### config.mk
export PLATFORM = sky130hd
export DESIGN_NAME = mesh_message_dedup_filter_flat
export DESIGN_NICKNAME = d
export VERILOG_FILES = /design/src/hw/rtl/mmdf_pkg.sv /design/src/hw/rtl/mmdf_if.sv /design/src/hw/rtl/mesh_message_dedup_filter.sv /design/src/flat_wrapper.sv
export SDC_FILE = /design/constraint.sdc
export NUM_CORES = 1
export LEC_CHECK = 0
export BUFFER_PORTS_ARGS = -buffer_cell sky130_fd_sc_hd__buf_2
export CAP_MARGIN = 20
export CORE_ASPECT_RATIO = 0.7
export CORE_UTILIZATION = 30
export CTS_CLUSTER_DIAMETER = 100
export DETAILED_ROUTE_END_ITERATION = 8
export SYNTH_ARGS = -nofsm -noshare
export SYNTH_HDL_FRONTEND = slang
export SYNTH_SLANG_ARGS = --single-unit
export TNS_END_PERCENT = 30
### constraint.sdc
create_clock -name clk -period 9.1 [get_ports clk]
set_clock_uncertainty 0.1 [all_clocks]
set_input_delay 1.365 -clock clk [delete_from_list [all_inputs] [get_ports clk]]
set_output_delay 1.365 -clock clk [all_outputs]
set_load 0.05 [all_outputs]
### src/hw/rtl/mmdf_pkg.sv
package mmdf_pkg;

	localparam int DEPTH_DEFAULT = 8;

	localparam logic [7:0]  KIND_OK      = 8'h62;  // ASCII 'b'
	localparam logic [7:0]  CLASS_OK     = 8'h31;  // ASCII '1'
	localparam logic [15:0] BROADCAST_ID = 16'hFFFF;
	localparam logic [31:0] WINDOW_RESET = 32'd60000;

	// Configuration register indexes
	localparam logic CFG_OWN_ID = 1'b0;
	localparam logic CFG_WINDOW = 1'b1;

	// Item kinds on the message channel
	localparam logic CMD_HEADER = 1'b0;
	localparam logic CMD_DEST   = 1'b1;

	typedef enum logic [1:0] {
		STAT_STORED     = 2'd0,
		STAT_WRONG_TYPE = 2'd1,
		STAT_NOT_ADDR   = 2'd2,
		STAT_DUPLICATE  = 2'd3
	} status_t;

	// One ring entry; also the layout of the header being collected
	typedef struct packed {
		logic [15:0] sender;
		logic [7:0]  seq;
		logic [31:0] rx_ms;
		logic [15:0] reply_id;
		logic [7:0]  reply_seq;
		logic [15:0] msgid;
		logic [3:0]  dcount;
	} entry_t;

endpackage

### src/hw/rtl/mmdf_if.sv
interface mmdf_msg_if;
	logic        valid;
	logic        ready;
	logic        cmd;
	logic [15:0] sender_id;
	logic [7:0]  sender_seq;
	logic [15:0] reply_id;
	logic [7:0]  reply_seq;
	logic [7:0]  msg_id;
	logic [7:0]  msg_id2;
	logic [3:0]  dest_count;
	logic [7:0]  kind_char;
	logic [7:0]  class_char;
	logic [31:0] now_ms;
	logic [15:0] dest_id;

	modport source (output valid, cmd, sender_id, sender_seq, reply_id, reply_seq, msg_id,
		msg_id2, dest_count, kind_char, class_char, now_ms, dest_id, input ready);
	modport sink (input valid, cmd, sender_id, sender_seq, reply_id, reply_seq, msg_id,
		msg_id2, dest_count, kind_char, class_char, now_ms, dest_id, output ready);
endinterface

interface mmdf_res_if;
	logic       valid;
	logic       ready;
	logic [1:0] status;
	logic [5:0] slot;
	logic [6:0] stored_count;

	modport source (output valid, status, slot, stored_count, input ready);
	modport sink (input valid, status, slot, stored_count, output ready);
endinterface

interface mmdf_cfg_if;
	logic        valid;
	logic        ready;
	logic        index;
	logic [31:0] data;

	modport source (output valid, index, data, input ready);
	modport sink (input valid, index, data, output ready);
endinterface

### src/hw/rtl/mesh_message_dedup_filter.sv
// Duplicate message suppression cache for a mesh node.
// Channels: msg (sink) takes a header beat (cmd 0) followed by dest_count
// destination beats (cmd 1). res (source) gives at most one decision beat
// per message: stored, wrong type, not addressed, or duplicate, with the
// ring slot written and the number of valid entries. cfg (sink) writes
// own_id (index 0) and the duplicate window in ms (index 1); always ready.
// One beat is handled at a time. A header rejected at once, or a message
// not addressed here, goes through the emit state to the res output
// register. An addressed message is checked against the stored entries one
// per cycle through the ring memory's single read port, and a duplicate
// ends the scan early.
// Reset clears the ring fill count, write pointer, unread flags and the
// collection state; the ring memory itself holds no reset value and is
// only read below the fill count.
// res is a registered output: a stalled receiver holds its beat while the
// next message beats are still taken; only a second result waits.
module mesh_message_dedup_filter
	import mmdf_pkg::*;
#(
	parameter int DEPTH = DEPTH_DEFAULT
) (
	input  logic       clk,
	input  logic       arst_n,
	mmdf_msg_if.sink   msg,
	mmdf_res_if.source res,
	mmdf_cfg_if.sink   cfg
);

	localparam int SlotW = (DEPTH > 1) ? $clog2(DEPTH) : 1;
	localparam int CntW  = $clog2(DEPTH + 1);

	typedef enum logic [1:0] {
		ST_IDLE,
		ST_SCAN,
		ST_EMIT
	} state_t;

	state_t state_q;

	// configuration
	logic [15:0] own_id_q;
	logic [31:0] window_q;

	// message being collected
	entry_t      pend_q;
	logic [3:0]  dests_left_q;
	logic        addressed_q;
	logic        collecting_q;

	// ring bookkeeping
	logic [SlotW-1:0] wr_slot_q;
	logic [CntW-1:0]  count_q;
	logic [DEPTH-1:0] unread_q;

	// scan
	logic [CntW-1:0] rd_idx_q;
	logic            rd_vld_s1;
	entry_t          rd_data_s1;

	// pending result and output register
	status_t     res_status_q;
	logic [5:0]  res_slot_q;
	logic        out_valid_q;
	logic [1:0]  out_status_q;
	logic [5:0]  out_slot_q;
	logic [6:0]  out_count_q;

	entry_t mem [DEPTH];

	logic       msg_fire;
	logic       cfg_fire;
	logic       rd_en;
	logic       hit;
	logic       scan_done;
	logic       store_en;
	logic       dest_hit;
	logic [3:0] dests_next;
	logic       emit_go;

	assign msg.ready = (state_q == ST_IDLE);
	assign cfg.ready = 1'b1;
	assign msg_fire  = msg.valid && msg.ready;
	assign cfg_fire  = cfg.valid && cfg.ready;

	assign res.valid        = out_valid_q;
	assign res.status       = out_status_q;
	assign res.slot         = out_slot_q;
	assign res.stored_count = out_count_q;

	always_comb begin
		rd_en     = (state_q == ST_SCAN) && (rd_idx_q != count_q);
		// wrapping age compared to the window
		hit       = rd_vld_s1 && (rd_data_s1.sender == pend_q.sender)
			&& (rd_data_s1.seq == pend_q.seq)
			&& ((pend_q.rx_ms - rd_data_s1.rx_ms) < window_q);
		scan_done = (state_q == ST_SCAN) && (rd_idx_q == count_q) && !rd_vld_s1;
		store_en  = scan_done;
		dest_hit  = (msg.dest_id == BROADCAST_ID) || (msg.dest_id == own_id_q);
		dests_next = (dests_left_q != 4'd0) ? dests_left_q - 4'd1 : 4'd0;
		// output register free or being emptied this cycle
		emit_go   = (state_q == ST_EMIT) && (!out_valid_q || res.ready);
	end

	// ring memory: one write port, one registered read port
	always_ff @(posedge clk) begin
		if (store_en) begin
			mem[wr_slot_q] <= pend_q;
		end
		if (rd_en) begin
			rd_data_s1 <= mem[rd_idx_q[SlotW-1:0]];
		end
	end

	always_ff @(posedge clk or negedge arst_n) begin
		if (!arst_n) begin
			state_q      <= ST_IDLE;
			own_id_q     <= '0;
			window_q     <= WINDOW_RESET;
			pend_q       <= '0;
			dests_left_q <= '0;
			addressed_q  <= 1'b0;
			collecting_q <= 1'b0;
			wr_slot_q    <= '0;
			count_q      <= '0;
			unread_q     <= '0;
			rd_idx_q     <= '0;
			rd_vld_s1    <= 1'b0;
			res_status_q <= STAT_STORED;
			res_slot_q   <= '0;
			out_valid_q  <= 1'b0;
			out_status_q <= '0;
			out_slot_q   <= '0;
			out_count_q  <= '0;
		end else begin
			if (cfg_fire) begin
				unique case (cfg.index)
					CFG_OWN_ID: own_id_q <= cfg.data[15:0];
					CFG_WINDOW: window_q <= cfg.data;
					default: ;
				endcase
			end

			if (emit_go) begin
				out_valid_q <= 1'b1;
			end else if (res.ready) begin
				out_valid_q <= 1'b0;
			end

			unique case (state_q)
				ST_IDLE: begin
					rd_idx_q  <= '0;
					rd_vld_s1 <= 1'b0;
					if (msg_fire) begin
						if (msg.cmd == CMD_HEADER) begin
							addressed_q  <= 1'b0;
							if (msg.kind_char != KIND_OK || msg.class_char != CLASS_OK) begin
								collecting_q <= 1'b0;
								res_status_q <= STAT_WRONG_TYPE;
								res_slot_q   <= '0;
								state_q      <= ST_EMIT;
							end else begin
								pend_q.sender    <= msg.sender_id;
								pend_q.seq       <= msg.sender_seq;
								pend_q.rx_ms     <= msg.now_ms;
								pend_q.reply_id  <= msg.reply_id;
								pend_q.reply_seq <= msg.reply_seq;
								pend_q.msgid     <= {msg.msg_id, msg.msg_id2};
								pend_q.dcount    <= msg.dest_count;
								dests_left_q     <= msg.dest_count;
								if (msg.dest_count == 4'd0) begin
									// nothing can address it
									collecting_q <= 1'b0;
									res_status_q <= STAT_NOT_ADDR;
									res_slot_q   <= '0;
									state_q      <= ST_EMIT;
								end else begin
									collecting_q <= 1'b1;
								end
							end
						end else if (collecting_q) begin
							addressed_q  <= addressed_q || dest_hit;
							dests_left_q <= dests_next;
							if (dests_next == 4'd0) begin
								collecting_q <= 1'b0;
								if (addressed_q || dest_hit) begin
									state_q <= ST_SCAN;
								end else begin
									res_status_q <= STAT_NOT_ADDR;
									res_slot_q   <= '0;
									state_q      <= ST_EMIT;
								end
							end
						end
					end
				end

				ST_SCAN: begin
					if (rd_en) begin
						rd_idx_q <= rd_idx_q + CntW'(1);
					end
					rd_vld_s1 <= rd_en && !hit;
					if (hit) begin
						res_status_q <= STAT_DUPLICATE;
						res_slot_q   <= '0;
						state_q      <= ST_EMIT;
					end else if (scan_done) begin
						unread_q[wr_slot_q] <= 1'b1;
						wr_slot_q <= (wr_slot_q == SlotW'(DEPTH - 1)) ? '0 : wr_slot_q + SlotW'(1);
						if (count_q != CntW'(DEPTH)) begin
							count_q <= count_q + CntW'(1);
						end
						res_status_q <= STAT_STORED;
						res_slot_q   <= 6'(wr_slot_q);
						state_q      <= ST_EMIT;
					end
				end

				ST_EMIT: begin
					if (emit_go) begin
						out_status_q <= res_status_q;
						out_slot_q   <= res_slot_q;
						out_count_q  <= 7'(count_q);
						state_q      <= ST_IDLE;
					end
				end

				default: state_q <= ST_IDLE;
			endcase
		end
	end

endmodule

### src/flat_wrapper.sv
// flat-port wrapper written by rule: the top's interface ports become plain ports
module mesh_message_dedup_filter_flat import mmdf_pkg::*;
#(
	parameter int DEPTH = DEPTH_DEFAULT
)
  (clk, arst_n, msg_valid, msg_cmd, msg_sender_id, msg_sender_seq, msg_reply_id, msg_reply_seq, msg_msg_id, msg_msg_id2, msg_dest_count, msg_kind_char, msg_class_char, msg_now_ms, msg_dest_id, msg_ready, res_valid, res_status, res_slot, res_stored_count, res_ready, cfg_valid, cfg_index, cfg_data, cfg_ready);
  mmdf_msg_if msg_i ();
  mmdf_res_if res_i ();
  mmdf_cfg_if cfg_i ();
  input  logic clk;
  input  logic arst_n;
  input wire logic [$bits(msg_i.valid)-1:0] msg_valid;
  input wire logic [$bits(msg_i.cmd)-1:0] msg_cmd;
  input wire logic [$bits(msg_i.sender_id)-1:0] msg_sender_id;
  input wire logic [$bits(msg_i.sender_seq)-1:0] msg_sender_seq;
  input wire logic [$bits(msg_i.reply_id)-1:0] msg_reply_id;
  input wire logic [$bits(msg_i.reply_seq)-1:0] msg_reply_seq;
  input wire logic [$bits(msg_i.msg_id)-1:0] msg_msg_id;
  input wire logic [$bits(msg_i.msg_id2)-1:0] msg_msg_id2;
  input wire logic [$bits(msg_i.dest_count)-1:0] msg_dest_count;
  input wire logic [$bits(msg_i.kind_char)-1:0] msg_kind_char;
  input wire logic [$bits(msg_i.class_char)-1:0] msg_class_char;
  input wire logic [$bits(msg_i.now_ms)-1:0] msg_now_ms;
  input wire logic [$bits(msg_i.dest_id)-1:0] msg_dest_id;
  output wire logic [$bits(msg_i.ready)-1:0] msg_ready;
  output wire logic [$bits(res_i.valid)-1:0] res_valid;
  output wire logic [$bits(res_i.status)-1:0] res_status;
  output wire logic [$bits(res_i.slot)-1:0] res_slot;
  output wire logic [$bits(res_i.stored_count)-1:0] res_stored_count;
  input wire logic [$bits(res_i.ready)-1:0] res_ready;
  input wire logic [$bits(cfg_i.valid)-1:0] cfg_valid;
  input wire logic [$bits(cfg_i.index)-1:0] cfg_index;
  input wire logic [$bits(cfg_i.data)-1:0] cfg_data;
  output wire logic [$bits(cfg_i.ready)-1:0] cfg_ready;
  assign msg_i.valid = msg_valid;
  assign msg_i.cmd = msg_cmd;
  assign msg_i.sender_id = msg_sender_id;
  assign msg_i.sender_seq = msg_sender_seq;
  assign msg_i.reply_id = msg_reply_id;
  assign msg_i.reply_seq = msg_reply_seq;
  assign msg_i.msg_id = msg_msg_id;
  assign msg_i.msg_id2 = msg_msg_id2;
  assign msg_i.dest_count = msg_dest_count;
  assign msg_i.kind_char = msg_kind_char;
  assign msg_i.class_char = msg_class_char;
  assign msg_i.now_ms = msg_now_ms;
  assign msg_i.dest_id = msg_dest_id;
  assign msg_ready = msg_i.ready;
  assign res_valid = res_i.valid;
  assign res_status = res_i.status;
  assign res_slot = res_i.slot;
  assign res_stored_count = res_i.stored_count;
  assign res_i.ready = res_ready;
  assign cfg_i.valid = cfg_valid;
  assign cfg_i.index = cfg_index;
  assign cfg_i.data = cfg_data;
  assign cfg_ready = cfg_i.ready;
  mesh_message_dedup_filter #(.DEPTH(DEPTH)) u_core (.clk(clk), .arst_n(arst_n), .msg(msg_i), .res(res_i), .cfg(cfg_i));
endmodule
## Word-level counts from Yosys, hierarchy flattened

Memory sizes are Yosys's and may differ from the RTL's. A register that Yosys moved wholly into a read port is not among the register bits.
Index checks and enable logic that the tools add are counted.

- Register bits after elaboration: 189
- Bits in writable memories: 800
- Bits of input ports: 171
- Output and inout bits: 18
- Word-level logic and storage cells: 139
- Memories kept: 1

- $add $sub $neg: 5
- Order comparisons: 1
- Equality and inequality tests: 22
- Multiplexer cells: 49
- Bitwise gates (word level): 4
- Reductions and logical operators: 34

Memories:

| memory | depth | width | read ports | clocked after Yosys merged registers in | wr ports | RTL line | text |
|---|---|---|---|---|---|---|---|
| u_core.mem | 8 | 100 | 1 | 1 | 1 | mesh_message_dedup_filter.sv:68 | `entry_t mem [DEPTH];` |

Operators by type and width:

| operator | number |
|---|---|
| 2-to-1 mux 6 bit | 9 |
| 2-to-1 mux 2 bit | 18 |
| == test 16 bit | 2 |
| < comparator 32 bit | 1 |
| subtractor 32 bit | 1 |
| 2-to-1 mux 4 bit | 5 |
| == test 16 bit (second input constant) | 1 |
| one-hot mux 6 bit (2 select lines) | 1 |
| AND reduction 4 bit | 3 |
| 2-to-1 mux 1 bit | 11 |
| AND reduction 2 bit | 5 |
| logical AND 1 bit | 9 |
| inequality test 3 bit (second input constant) | 3 |
| adder 4 x 1 -> 4 bit (second input constant) | 2 |
| == test 8 bit | 1 |
| logical NOT 4 bit | 2 |
| inequality test 4 bit (second input constant) | 2 |
| inequality test 8 x 6 -> 1 bit (second input constant) | 1 |
| inequality test 8 x 7 -> 1 bit (second input constant) | 1 |
| one-hot mux 4 bit (2 select lines) | 1 |
| AND reduction 7 bit | 1 |
| inequality test 2 x 1 -> 1 bit (second input constant) | 3 |
| one-hot mux 2 bit (3 select lines) | 1 |
| AND reduction 3 bit | 2 |
| 19 further kinds | 29 |

## Logic depth before layout (Yosys ltp)

Gate-level depths: netlist (run 1).

- Word-level depth: 9
- Mapped depth: 21
- Gate-level depth less buffers: 21

## Worst setup path before layout (run 1)

No wires, ideal clock.

- Kind: register to register
- Start point: reg u_core.rd_idx_q[1]
- End point: mem u_core.mem[5][44] (netlist name), enable pin
- Setup time: 550 ps
- Arrival: 5831 ps
- Required time: 8450 ps
- Slack: 2619 ps
- Cell stages (with the launch flop): 8
- Path buffers: 1
- Period minus slack after synthesis: 6481 ps
- Path through: dfrtp_1 -> clkbuf_1 -> xor2_1 -> nor4_1 -> nand2_1 -> nor2_1 -> nand2_1 -> nor3b_1

- Longest elaborated chain between the ends: 5

RTL lines:

| what | RTL line | text |
|---|---|---|
| from (decl) | mesh_message_dedup_filter.sv:56 | `logic [CntW-1:0] rd_idx_q;` |
| from (signal assigned) | mesh_message_dedup_filter.sv:199 | `rd_idx_q <= rd_idx_q + CntW'(1);` |
| == test 4 bit | mesh_message_dedup_filter.sv:96 | `scan_done = (state_q == ST_SCAN) && (rd_idx_q == count_q) && !rd_vld_s1;` |
| logical AND 1 bit (2 in series) | mesh_message_dedup_filter.sv:96 |  |
| 2-to-1 mux 1 bit | mesh_message_dedup_filter.sv:106 | `if (store_en) begin` |
| 2-to-1 mux 1 bit (implied by the code) | mesh_message_dedup_filter.sv:107 | `mem[wr_slot_q] <= pend_q;` |
| to (decl) | mesh_message_dedup_filter.sv:68 |  |

No other way between the ends.

## Worst setup path in the final report (run 1)

- Start point: reg u_core.pend_q[44] (netlist name)
- End point: reg u_core.res_status_q[1]

- Longest elaborated chain between the ends: 5
- Elaborated cells between the ends (all ways): 7
- Classes of those cells: add/sub (1); order compare (1); eq/ne (1); mux (2); reduce/logical (2)

RTL lines:

| what | RTL line | text |
|---|---|---|
| from (decl) | mesh_message_dedup_filter.sv:45 | `entry_t pend_q;` |
| subtractor 32 bit * | mesh_message_dedup_filter.sv:95 | `&& ((pend_q.rx_ms - rd_data_s1.rx_ms) < window_q);` |
| < comparator 32 bit * | mesh_message_dedup_filter.sv:95 |  |
| logical AND 1 bit * | mesh_message_dedup_filter.sv:95 |  |
| inequality test 3 x 1 -> 1 bit (no line) / 2-to-1 mux 2 bit (equally long branches) | -- |  |
| AND reduction 7 bit (no line) / one-hot mux 2 bit (2 select lines) (equally long branches) | -- |  |
| to (signal assigned) | mesh_message_dedup_filter.sv:128 | `res_status_q <= STAT_STORED;` |
| to (signal assigned) | mesh_message_dedup_filter.sv:158 | `res_status_q <= STAT_WRONG_TYPE;` |
| to (signal assigned) | mesh_message_dedup_filter.sv:173 | `res_status_q <= STAT_NOT_ADDR;` |
| to (decl) | mesh_message_dedup_filter.sv:61 | `status_t res_status_q;` |

Every way passes the cells marked *; elsewhere a longest branch is shown, timed or not.
A chain may end at the register's enable or synchronous reset.

==> impl_metrics.ini, run 1 <==
[critical_path]
crit_chain = inv_1 -> ha_1 -> inv_1 -> fa_1 -> a21o_1 -> nand4_1 -> a21oi_1 -> o31ai_1 -> a21oi_1 -> a31oi_1 -> nor3b_1 -> a311o_1 -> ha_1 -> nand4_1 -> or2_1 -> or3_1 -> and4b_4 -> a21oi_4 -> a211oi_4 -> mux2_4
crit_buf_inv = 2
end_kind = register
cpMaxStageDelayCell = o31ai_1
criticalPathCategory = register to register
worst_ep_arrival_time_ps = 6080
crit_path_max_fanout = 9
worst_setup_path_start_kind = register
path_delay_family = compound AO/OA/AOI/OAI gates
slowest_delay_ps = 570
required_ps = 9530

[route]
wl_mm = 59.3
wl_per_cell_um = 20.3
drt_iter0_drc = 954
drc = 0
firstDrtPassIters = 5
vias_per_cell = 4.76
ant_nets = 0
dr_total_vias = 13900

[cts]
clock-sinks = 643
cts_setup_buffers = 0
tritoncts = done
cts-resized-gates = 0
htree_levels = 2
cts.path.max_buffers = 3
cts_root_buf = clkbuf_16
clk_pin_slew_ps = 60
cts_hold_buf = 0
insertion_delay_ps = 650
cts_made_buffers = 60

[synth]
synthTopCellsByArea = edfxtp_1, dfrtp_1, mux4_2, mux2_2, ha_1
synth_top_flop_cell = edfxtp_1
synth.yosys.seq_area_share_pct = 68.9
syn_area_per_cell_um2 = 17.6
netlist.area_leader.share_pct = 56.0
syn_inst = 1534
yosysWarnings = 0
ys_seq_elements = 643
synthesis.area_um2 = 27000
synth_top_area_cell = edfxtp_1
synth_edf_count = 504
async_reset_ff_share_pct = 21.6
yosys.cell_types.count = 66

[die]
die_width_um = 361
core-area_um2 = 88700
dieArea_um2 = 91300
initial_core_util_pct = 30.5
num_rows = 91
ios = 189
die_h_um = 253

[timing]
setup-violations-final = 0
fmax_ghz = 0.177
slew_headroom_pct = 25.3
fin_ws_ps = 3450
period_minus_slack_ps = 5650
hold_viol = 0
rsz0062_at_grt = false
fin_setup_tns_ps = 0
whs_ps = 395
maxSlewViolCount = 0
fin_crit_sh_pct = 62.1
tightest_slew_ps = 1120

[placement]
place_ws_ps = 3420
placedCellCount = 2804
io_buffers = 141
gp_congestion = 0.834
hpwlAfterDp_mm = 35.8
dpl_cell_area_um2 = 29200

[global_routing]
met1_usage_pct = 18.2
met3_usage_pct = 2.30
grt_pass1_wl_mm = 91.4
grt.overflow.total = 0
grt_busiest_layer = met2
grt_max_degree = 74
met2_usage_pct = 21.6
antenna_found_initial = 1
first_global_vias = 15100
grt.total_usage_pct = 13.2

[pwr]
vdd_ir_drop_max_mv = 0.149
p_leak_nw = 9.92
power_density_nw_per_um2 = 194

[worst_hold_path]
min_path_type = register to register

[finish]
drive_above_1_share_pct = 32.2
final_area_um2 = 31200
syn_to_final_growth_pct = 15.5
layout.cells.non_filler = 2919
antenna_cells = 0
nNetsFinal = 1944

[status]
status = completed

[flow_run]
drv_cap = 0
tightest hold or removal path, cell delays in order, from the launching register on:
cell     delay [ps]
dfrtp_1         340
nand2_1          40
o21ai_0          70
per-stage QoR:
step / utilization [%] / power, W
after floorplan: - / 0.00345
final: 35.2 / 0.00605
after CTS: 35.2 / 0.00613
after detailed placement: 32.9 / 0.00355
after global routing: 35.2 / 0.00627
after global placement: 32.9 / 0.00355
Yosys cell counts, drive strengths merged, types with 3 or more instances:
cell	number
a221o	4
xor2	17
o31ai	4
buf	28
nor4	7
nor2	37
nand4	25
o21ai	39
a31oi	3
a211oi	5
nand3	9
nor3	11
inv	83
nand2b	5
clkbuf	29
nor3b	6
and3	4
nand2	51
mux4	112
dfrtp	132
mux2	170
or3	3
a21o	17
and2	6
nor2b	3
edfxtp	504
dfstp	7
a21oi	40
ha	67
xnor2	57
o21a	10
kinds of logic after synthesis:
| family | count (synthesis) | share of synthesized area (%) |
|---|---|---|
| AO/OA/AOI/OAI | 145 | 3.55 |
| XOR/XNOR | 74 | 2.40 |
| adder cells (fa/ha/maj) | 68 | 3.18 |
| buffers and inverters | 140 | 2.08 |
| flip-flops | 643 | 68.9 |
| multiplexers | 284 | 16.5 |
| other | 2 | 0.0278 |
| AND/OR/NAND/NOR | 178 | 3.36 |
worst paths after layout:
| kind | end | depth (start not counted) | startpoint | slack [ps] |
|---|---|---|---|---|
| max in group asynchronous | u_core.own_id_q[11] | 2 | arst_n | 6770 |
| min in group asynchronous | u_core.pend_q[68] | 1 | arst_n | 660 |
| hold reg to reg | u_core.res.stored_count[0] | 2 | u_core.res.stored_count[0] | 390 |
| setup reg to reg | u_core.res_status_q[1] | 20 | u_core.pend_q[44] | 3450 |
| setup / recovery | u_core.res_status_q[1] | 20 | u_core.pend_q[44] | 3450 |
| hold / removal | u_core.res.stored_count[0] | 2 | u_core.res.stored_count[0] | 390 |
flip-flops by register name (all words and copies together), names as in the netlist, 2 cells and up:
register	cells
u_core.res_slot_q	3
u_core.mem	448
u_core.count_q	4
u_core.wr_slot_q	3
u_core.res.slot	3
u_core.res.stored_count	4
u_core.res.status	2
u_core.pend_q	56
u_core.rd_data_s1	56
u_core.state_q	2
u_core.rd_idx_q	4
u_core.window_q	32
u_core.own_id_q	16
u_core.dests_left_q	4
u_core.res_status_q	2
metal layers:
metal  part of all wire, %  vias to the layer above
met2                    48                      320
met4                   1.8                        2
met3                   4.7                       71
met1                    46                     7218
li1                      -                     6285
met5                 0.022                        -
power breakdown:
group | internal [W] | switching, W
combinational | 0.000113 | 0.000162
sequential | 0.00318 | 0.0000313
clock | 0.00145 | 0.00112
total | 0.00474 | 0.00131
cells in the final DEF (no fill, tap or decap), drive strengths merged, types with 17 or more instances in the layout:
cell / Yosys / routed
a21o: 17 / 17
a21oi: 40 / 40
buf: 28 / 161
clkbuf: 29 / 85
clkinv: 0 / 17
dfrtp: 132 / 132
edfxtp: 504 / 504
ha: 67 / 67
inv: 83 / 84
mux2: 170 / 170
mux4: 112 / 112
nand2: 51 / 51
nand4: 25 / 25
nor2: 37 / 37
o21ai: 39 / 39
xnor2: 57 / 57
xor2: 17 / 17
area by class of cell:
cell class | instances | area, µm²
tap | 1162 | 1450
sequential | 643 | 18600
clock inverter | 29 | 384
multi-input combinational | 756 | 7930
clock buffer | 85 | 1650
timing repair buffer | 161 | 882
inverter | 83 | 312
fill | 8229 | 57500
Power figures use the tool's default switching activity.
==> run 2: changes to the inputs <==
==> constraint.sdc (replaced) <==
create_clock -name clk -period 5.35 [get_ports clk]
set_clock_uncertainty 0.1 [all_clocks]
set_input_delay 0.8025 -clock clk [delete_from_list [all_inputs] [get_ports clk]]
set_output_delay 0.8025 -clock clk [all_outputs]
set_load 0.05 [all_outputs]
==> run 2 against run 1 <==
Non-clock buffer count up 12. Setup slack lost 3200 ps. Worst hold slack worse by 250 ps. Final cell count rose by 0.65%. Routed wire length is 0.55% higher. Global-route usage barely moved. Design area increased by 1.1%. Sequential share of layout area down 0.61 points. Highest routed layer unchanged. Clock power rose by 77%. Sequential cell count unchanged. Sequential power rose by 70%.
==> impl_metrics.ini, run 2 (synthesis gave the netlist of run 1 again) <==
[finish]
syn_to_final_growth_pct = 16.8
drive_above_1_share_pct = 33.1
top_regs = u_core.mem (448), u_core.pend_q (56), u_core.rd_data_s1 (56)
largest_register_ff_count = 448
fillCellCount = 8248
layout_common_cells = edfxtp_1, mux2_2, buf_2
layout_commonest_cell = edfxtp_1
layout.cells.non_filler = 2938
nNetsFinal = 1962
final_area_um2 = 31600
largest_register = u_core.mem
utilization_pct = 35.6

[status]
status = completed

[critical_path]
cpMaxStageDelayCell = or3_4
r2r_slack_ps = 200
rr_endpoint = u_core.res_status_q[1]
cp-startpoint = u_core.pend_q[44]
setup.worst_path.end = u_core.res_status_q[1]
worst_ep_arrival_time_ps = 5560
crit_path_max_fanout = 5
required_ps = 5760
reg2reg_depth = 21
crit_buf_inv = 3
path_delay_family = compound AO/OA/AOI/OAI gates
slowest_delay_ps = 460
path_depth = 21
rr_startpoint = u_core.pend_q[44]
worst_setup_path_start_kind = register
criticalPathCategory = register to register
crit_chain = inv_1 -> ha_1 -> inv_1 -> fa_1 -> a21o_1 -> nand4_1 -> a21oi_1 -> o31ai_1 -> buf_4 -> a21oi_1 -> a31oi_1 -> nor3b_1 -> a311o_1 -> ha_1 -> nand4_1 -> or2_1 -> or3_4 -> and4b_4 -> a21oi_4 -> a211oi_4 -> mux2_4
end_kind = register

[worst_hold_path]
min_path_type = primary input to asynchronous set/reset pin

[cts]
cts_hold_buf = 0
clock-sinks = 643
cts.path.max_buffers = 3
clk_pin_slew_ps = 70
insertion_delay_ps = 620
cts_made_buffers = 66
tritoncts = done
htree_levels = 3
cts_root_buf = clkbuf_16

[timing]
hold_viol = 0
fin_crit_sh_pct = 96.3
setup-violations-final = 0
whs_ps = 145
fmax_ghz = 0.194
slew_headroom_pct = 26.5
tightest_slew_ps = 1100
period_minus_slack_ps = 5150
maxSlewViolCount = 0

[pwr]
p_int_w = 0.00815
swShare_pct = 22.2
power_density_nw_per_um2 = 332
p_seq_share_pct = 52.2
p_leak_nw = 10.1
p_clk_share_pct = 43.2
vdd_ir_drop_max_mv = 0.204
p_sw_w = 0.00232
power.total_w = 0.0105
combPwrFrac_pct = 4.6

[route]
drc = 0
drt_iter0_drc = 1032
wl_mm = 59.6
wl_per_cell_um = 20.3
firstDrtPassIters = 5
vias_per_cell = 4.83
ant_nets = 0
dr_total_vias = 14200

[die]
die_width_um = 361
core-area_um2 = 88700
die_h_um = 253
num_rows = 91
ios = 189
initial_core_util_pct = 30.5
dieArea_um2 = 91300

[global_routing]
grt.overflow.total = 0
grt_pass1_wl_mm = 91.3
grt.total_usage_pct = 13.2
first_global_vias = 14700
grt_max_degree = 116
antenna_found_initial = 2

[flow_run]
drv_cap = 0

[placement]
placedCellCount = 2817
gp_congestion = 0.832
io_buffers = 141
dpl_cell_area_um2 = 29400
hpwlAfterDp_mm = 35.4
## run 2: cell count changes in the layout (fill, tap and decap cells not counted), moves of 3 or more
cell,delta
clkbuf_16,+7
buf_4,+3
buf_12,+10
clkbuf_1,-3
clkinv_4,+3
dfrtp_2,+3
clkinv_1,+4
bufinv_16,-3
dfrtp_1,-3
## run 2: worst min path at each step
stage	endpoint	slack, ps	startpoint	cells after the start
floorplan	u_core.addressed_q	350	u_core.addressed_q	2
global placement	u_core.res.slot[1]	370	u_core.res.slot[1]	2
detailed placement	u_core.res.slot[1]	370	u_core.res.slot[1]	2
CTS	u_core.pend_q[73]	180	arst_n	1
global route	u_core.wr_slot_q[1]	210	arst_n	1
finish	u_core.wr_slot_q[1]	140	arst_n	1
## run 2: layout make-up
class / instances / area [µm²] / area share [%]
Sequential cell: 643 / 18600 / 59.0
Multi-Input combinational cell: 756 / 7960 / 25.2
Clock buffer: 87 / 1780 / 5.64
Tap cell: 1162 / 1450 / 4.61
Timing Repair Buffer: 173 / 1080 / 3.41
Clock inverter: 33 / 347 / 1.10
Inverter: 83 / 312 / 0.987
Antenna cell: 1 / 2.50 / 0.00793
## run 2: metal layers
metal | GRT usage [%] | vias to the layer above | wire length [µm]
met5 | 0 | - | 27
met4 | 3.49 | 4 | 1210
met3 | 2.60 | 100 | 2970
met2 | 21.1 | 336 | 28300
met1 | 18.4 | 7397 | 27100
li1 | - | 6348 | -
## run 2: through the flow
stage	TNS, ps	setup WS, ps
after floorplan	-194870	-1010
after global placement	0	192
after detailed placement	0	197
after CTS	0	157
after global routing	-19.0	-14.5
final	0	200
## run 2: timing repair
action	CTS	global route
endpoints found under the setup margin	0	5
setup buffers	0	0
resized for setup	0	7
## run 2: power groups by stage
stage	Sequential (W)	Clock [W]	Combinational [W]
CTS	0.00547	0.00465	0.000487
floorplan	0.00561	0	0.000262
global route	0.00548	0.00485	0.000527
detailed placement	0.00557	0	0.000485
finish	0.00547	0.00453	0.000481
global placement	0.00557	0	0.000471
==> run 3: changes to the inputs <==
--- a/config.mk
+++ b/config.mk
@@ -5,6 +5,7 @@
 export SDC_FILE = /design/constraint.sdc
 export NUM_CORES = 1
 export LEC_CHECK = 0
+export ABC_AREA = 1
 export BUFFER_PORTS_ARGS = -buffer_cell sky130_fd_sc_hd__buf_2
 export CAP_MARGIN = 20
 export CORE_ASPECT_RATIO = 0.7
==> constraint.sdc (replaced) <==
create_clock -name clk -period 6.14 [get_ports clk]
set_clock_uncertainty 0.1 [all_clocks]
set_input_delay 0.921 -clock clk [delete_from_list [all_inputs] [get_ports clk]]
set_output_delay 0.921 -clock clk [all_outputs]
set_load 0.05 [all_outputs]
==> run 3 against run 2 <==
Global-route usage increased by 0.72 points. Power decreased by 12%. Register-to-register slack improved by 1600 ps. Count of clock-buffer cells in the layout decreased by 15. Worst hold slack got worse by 58 ps. Critical path type unchanged. Critical endpoint is now u_core.res_slot_q[2]. Highest routed layer is now met4.
==> impl_metrics.ini, run 3 <==
[status]
status = completed

[critical_path]
slowest_delay_ps = 490
cpMaxStageDelayCell = dfrtp_1
required_ps = 6580
rr_endpoint = u_core.res_slot_q[2]
worst_ep_arrival_time_ps = 4760
end_kind = register
criticalPathCategory = register to register
crit_chain = ha_1 -> a21oi_1 -> nand2_1 -> a21boi_1 -> o21ai_1 -> a21oi_1 -> nand2b_1 -> nand3_1 -> nand2_1 -> inv_1 -> ha_1 -> nand3_1 -> nand2_1 -> nor2_1 -> nand3_1 -> nor2_1 -> nand3_1 -> nand2_1 -> nand3_1 -> nand2_1 -> nand2_1
worst_setup_path_start_kind = register
rr_startpoint = u_core.pend_q[46]
crit_top_cell = nand2_1
reg2reg_depth = 21
r2r_slack_ps = 1820
cp-startpoint = u_core.pend_q[46]
crit_path_max_fanout = 10

[cts]
clk_pin_slew_ps = 70
cts_made_buffers = 60
cts_setup_buffers = 0
cts_root_buf = clkbuf_16
tritoncts = done
insertion_delay_ps = 650
htree_levels = 2
clock-sinks = 643
cts.path.max_buffers = 3
cts-resized-gates = 0
cts_hold_buf = 0

[timing]
rsz0062_at_grt = false
hold_viol = 0
fin_setup_tns_ps = 0
period_minus_slack_ps = 4320
slew_headroom_pct = 25.7
setup-violations-final = 0
fmax_ghz = 0.232
fin_crit_sh_pct = 70.3
maxSlewViolCount = 0
tightest_slew_ps = 1110

[die]
core-area_um2 = 92000
die_h_um = 257
dieArea_um2 = 94200
die_width_um = 366
num_rows = 93
initial_core_util_pct = 30.3
ios = 189

[synth]
synth_edf_count = 504
netlist.area_leader.share_pct = 54.3
async_reset_ff_share_pct = 21.6
syn_area_per_cell_um2 = 11.4
synth_common_cells = edfxtp_1, nor2_1, o21ai_0
ys_seq_elements = 643
yosys.cell_count.top_type = edfxtp_1
synth_top_flop_cell = edfxtp_1
synth_top_area_cell = edfxtp_1
synthTopCellsByArea = edfxtp_1, dfrtp_1, nor2_1, o21ai_0, nand2_1
syn_inst = 2454
yosys.cell_types.count = 46
yosysWarnings = 0
synth.yosys.seq_area_share_pct = 66.8
synthesis.area_um2 = 27900

[global_routing]
grt_pass1_wl_mm = 102
grt.overflow.total = 0
grt.total_usage_pct = 13.9
grt_max_degree = 107
first_global_vias = 17000
antenna_found_initial = 1

[flow_run]
drv_cap = 0

[route]
dr_total_vias = 17900
ant_nets = 0
drt_iter0_drc = 1565
wl_per_cell_um = 17.2
vias_per_cell = 4.62
drc = 0
firstDrtPassIters = 7
wl_mm = 66.3

[finish]
antenna_cells = 0
syn_to_final_growth_pct = 15.5
layout_commonest_cell = edfxtp_1
largest_register_ff_count = 448
largest_register = u_core.mem
drive_above_1_share_pct = 13.7
nNetsFinal = 2817
final_area_um2 = 32200
top_regs = u_core.mem (448), u_core.pend_q (56), u_core.rd_data_s1 (56)
layout_common_cells = edfxtp_1, nor2_1, o21ai_0

[placement]
gp_congestion = 0.923
dpl_cell_area_um2 = 30000
io_buffers = 141
hpwlAfterDp_mm = 38.8

[worst_hold_path]
min_path_type = primary input to asynchronous set/reset pin

[pwr]
p_leak_nw = 11.8
vdd_ir_drop_max_mv = 0.300
power_density_nw_per_um2 = 287
-- run 3: cell count changes in the layout (fill, tap and decap cells not counted), sizes merged, moves of 27 or more --
| cell | previous run | this run |
|---|---|---|
| mux2 | 170 | 61 |
| o21ai | 39 | 297 |
| inv | 86 | 194 |
| a31oi | 3 | 63 |
| xnor2 | 57 | 24 |
| nor2 | 37 | 494 |
| nand3 | 9 | 36 |
| mux4 | 112 | 0 |
| o22ai | 2 | 56 |
| nand2 | 51 | 249 |
| a21oi | 40 | 71 |
-- run 3: layout make-up --
type / instances / area [µm²]
Tap cell: 1235 / 1550
Fill cell: 9019 / 59800
Clock buffer: 72 / 1610
Clock inverter: 42 / 576
Multi-Input combinational cell: 1512 / 8110
Timing Repair Buffer: 167 / 1010
Inverter: 194 / 736
Sequential cell: 643 / 18600
-- run 3: per-stage QoR --
| step | utilization (%) | total power, W | hold slack (ps) | instances | worst slack (ps) |
|---|---|---|---|---|---|
| after floorplan | - | 0.00512 | 338 | 2459 | 399 |
| after global placement | 32.5 | 0.00525 | 369 | 3748 | 1860 |
| after detailed placement | 32.5 | 0.00526 | 370 | 3748 | 1780 |
| after CTS | 34.9 | 0.00932 | 82.0 | 3862 | 1760 |
| after global routing | 35.0 | 0.00956 | 92.5 | 3865 | 1460 |
| final | 35.0 | 0.00924 | 86.5 | 3865 | 1820 |
-- run 3: worst max path at each step --
stage | endpoint | slack [ps]
after global routing | u_core.res_slot_q[1] | 1460
after floorplan | u_core.mem[4][44] | 400
after detailed placement | u_core.res_status_q[0] | 1780
final | u_core.res_slot_q[2] | 1820
after global placement | u_core.res_slot_q[0] | 1860
after CTS | u_core.res_slot_q[0] | 1760
-- run 3: logic make-up after synthesis --
group / synth area share (%)
compound gates: 9.86
xor+xnor: 1.60
fa+ha+maj: 3.08
buf+inv: 4.38
flops: 66.8
mux: 2.71
other cells: 0.0269
simple gates: 11.6
-- run 3: routing by layer --
metal | global-route usage, % | part of all wire (%)
met1 | 20.6 | 48
met2 | 21.4 | 45
met5 | 0 | 0
met3 | 2.38 | 5.7
met4 | 2.77 | 1.5
-- run 3: power by group --
part	switching, W	internal (W)
combinational	0.000273	0.000139
clock	0.00169	0.00239
sequential	0.0000411	0.00472
-- run 3: critical path, delay by kind of cell, from the launching register on --
family	cells	cell delay [ps]
adder cells (fa/ha/maj)	2	650
flip-flops	1	490
AO/OA/AOI/OAI	4	1050
buffers and inverters	1	40
AND/OR/NAND/NOR	14	1890
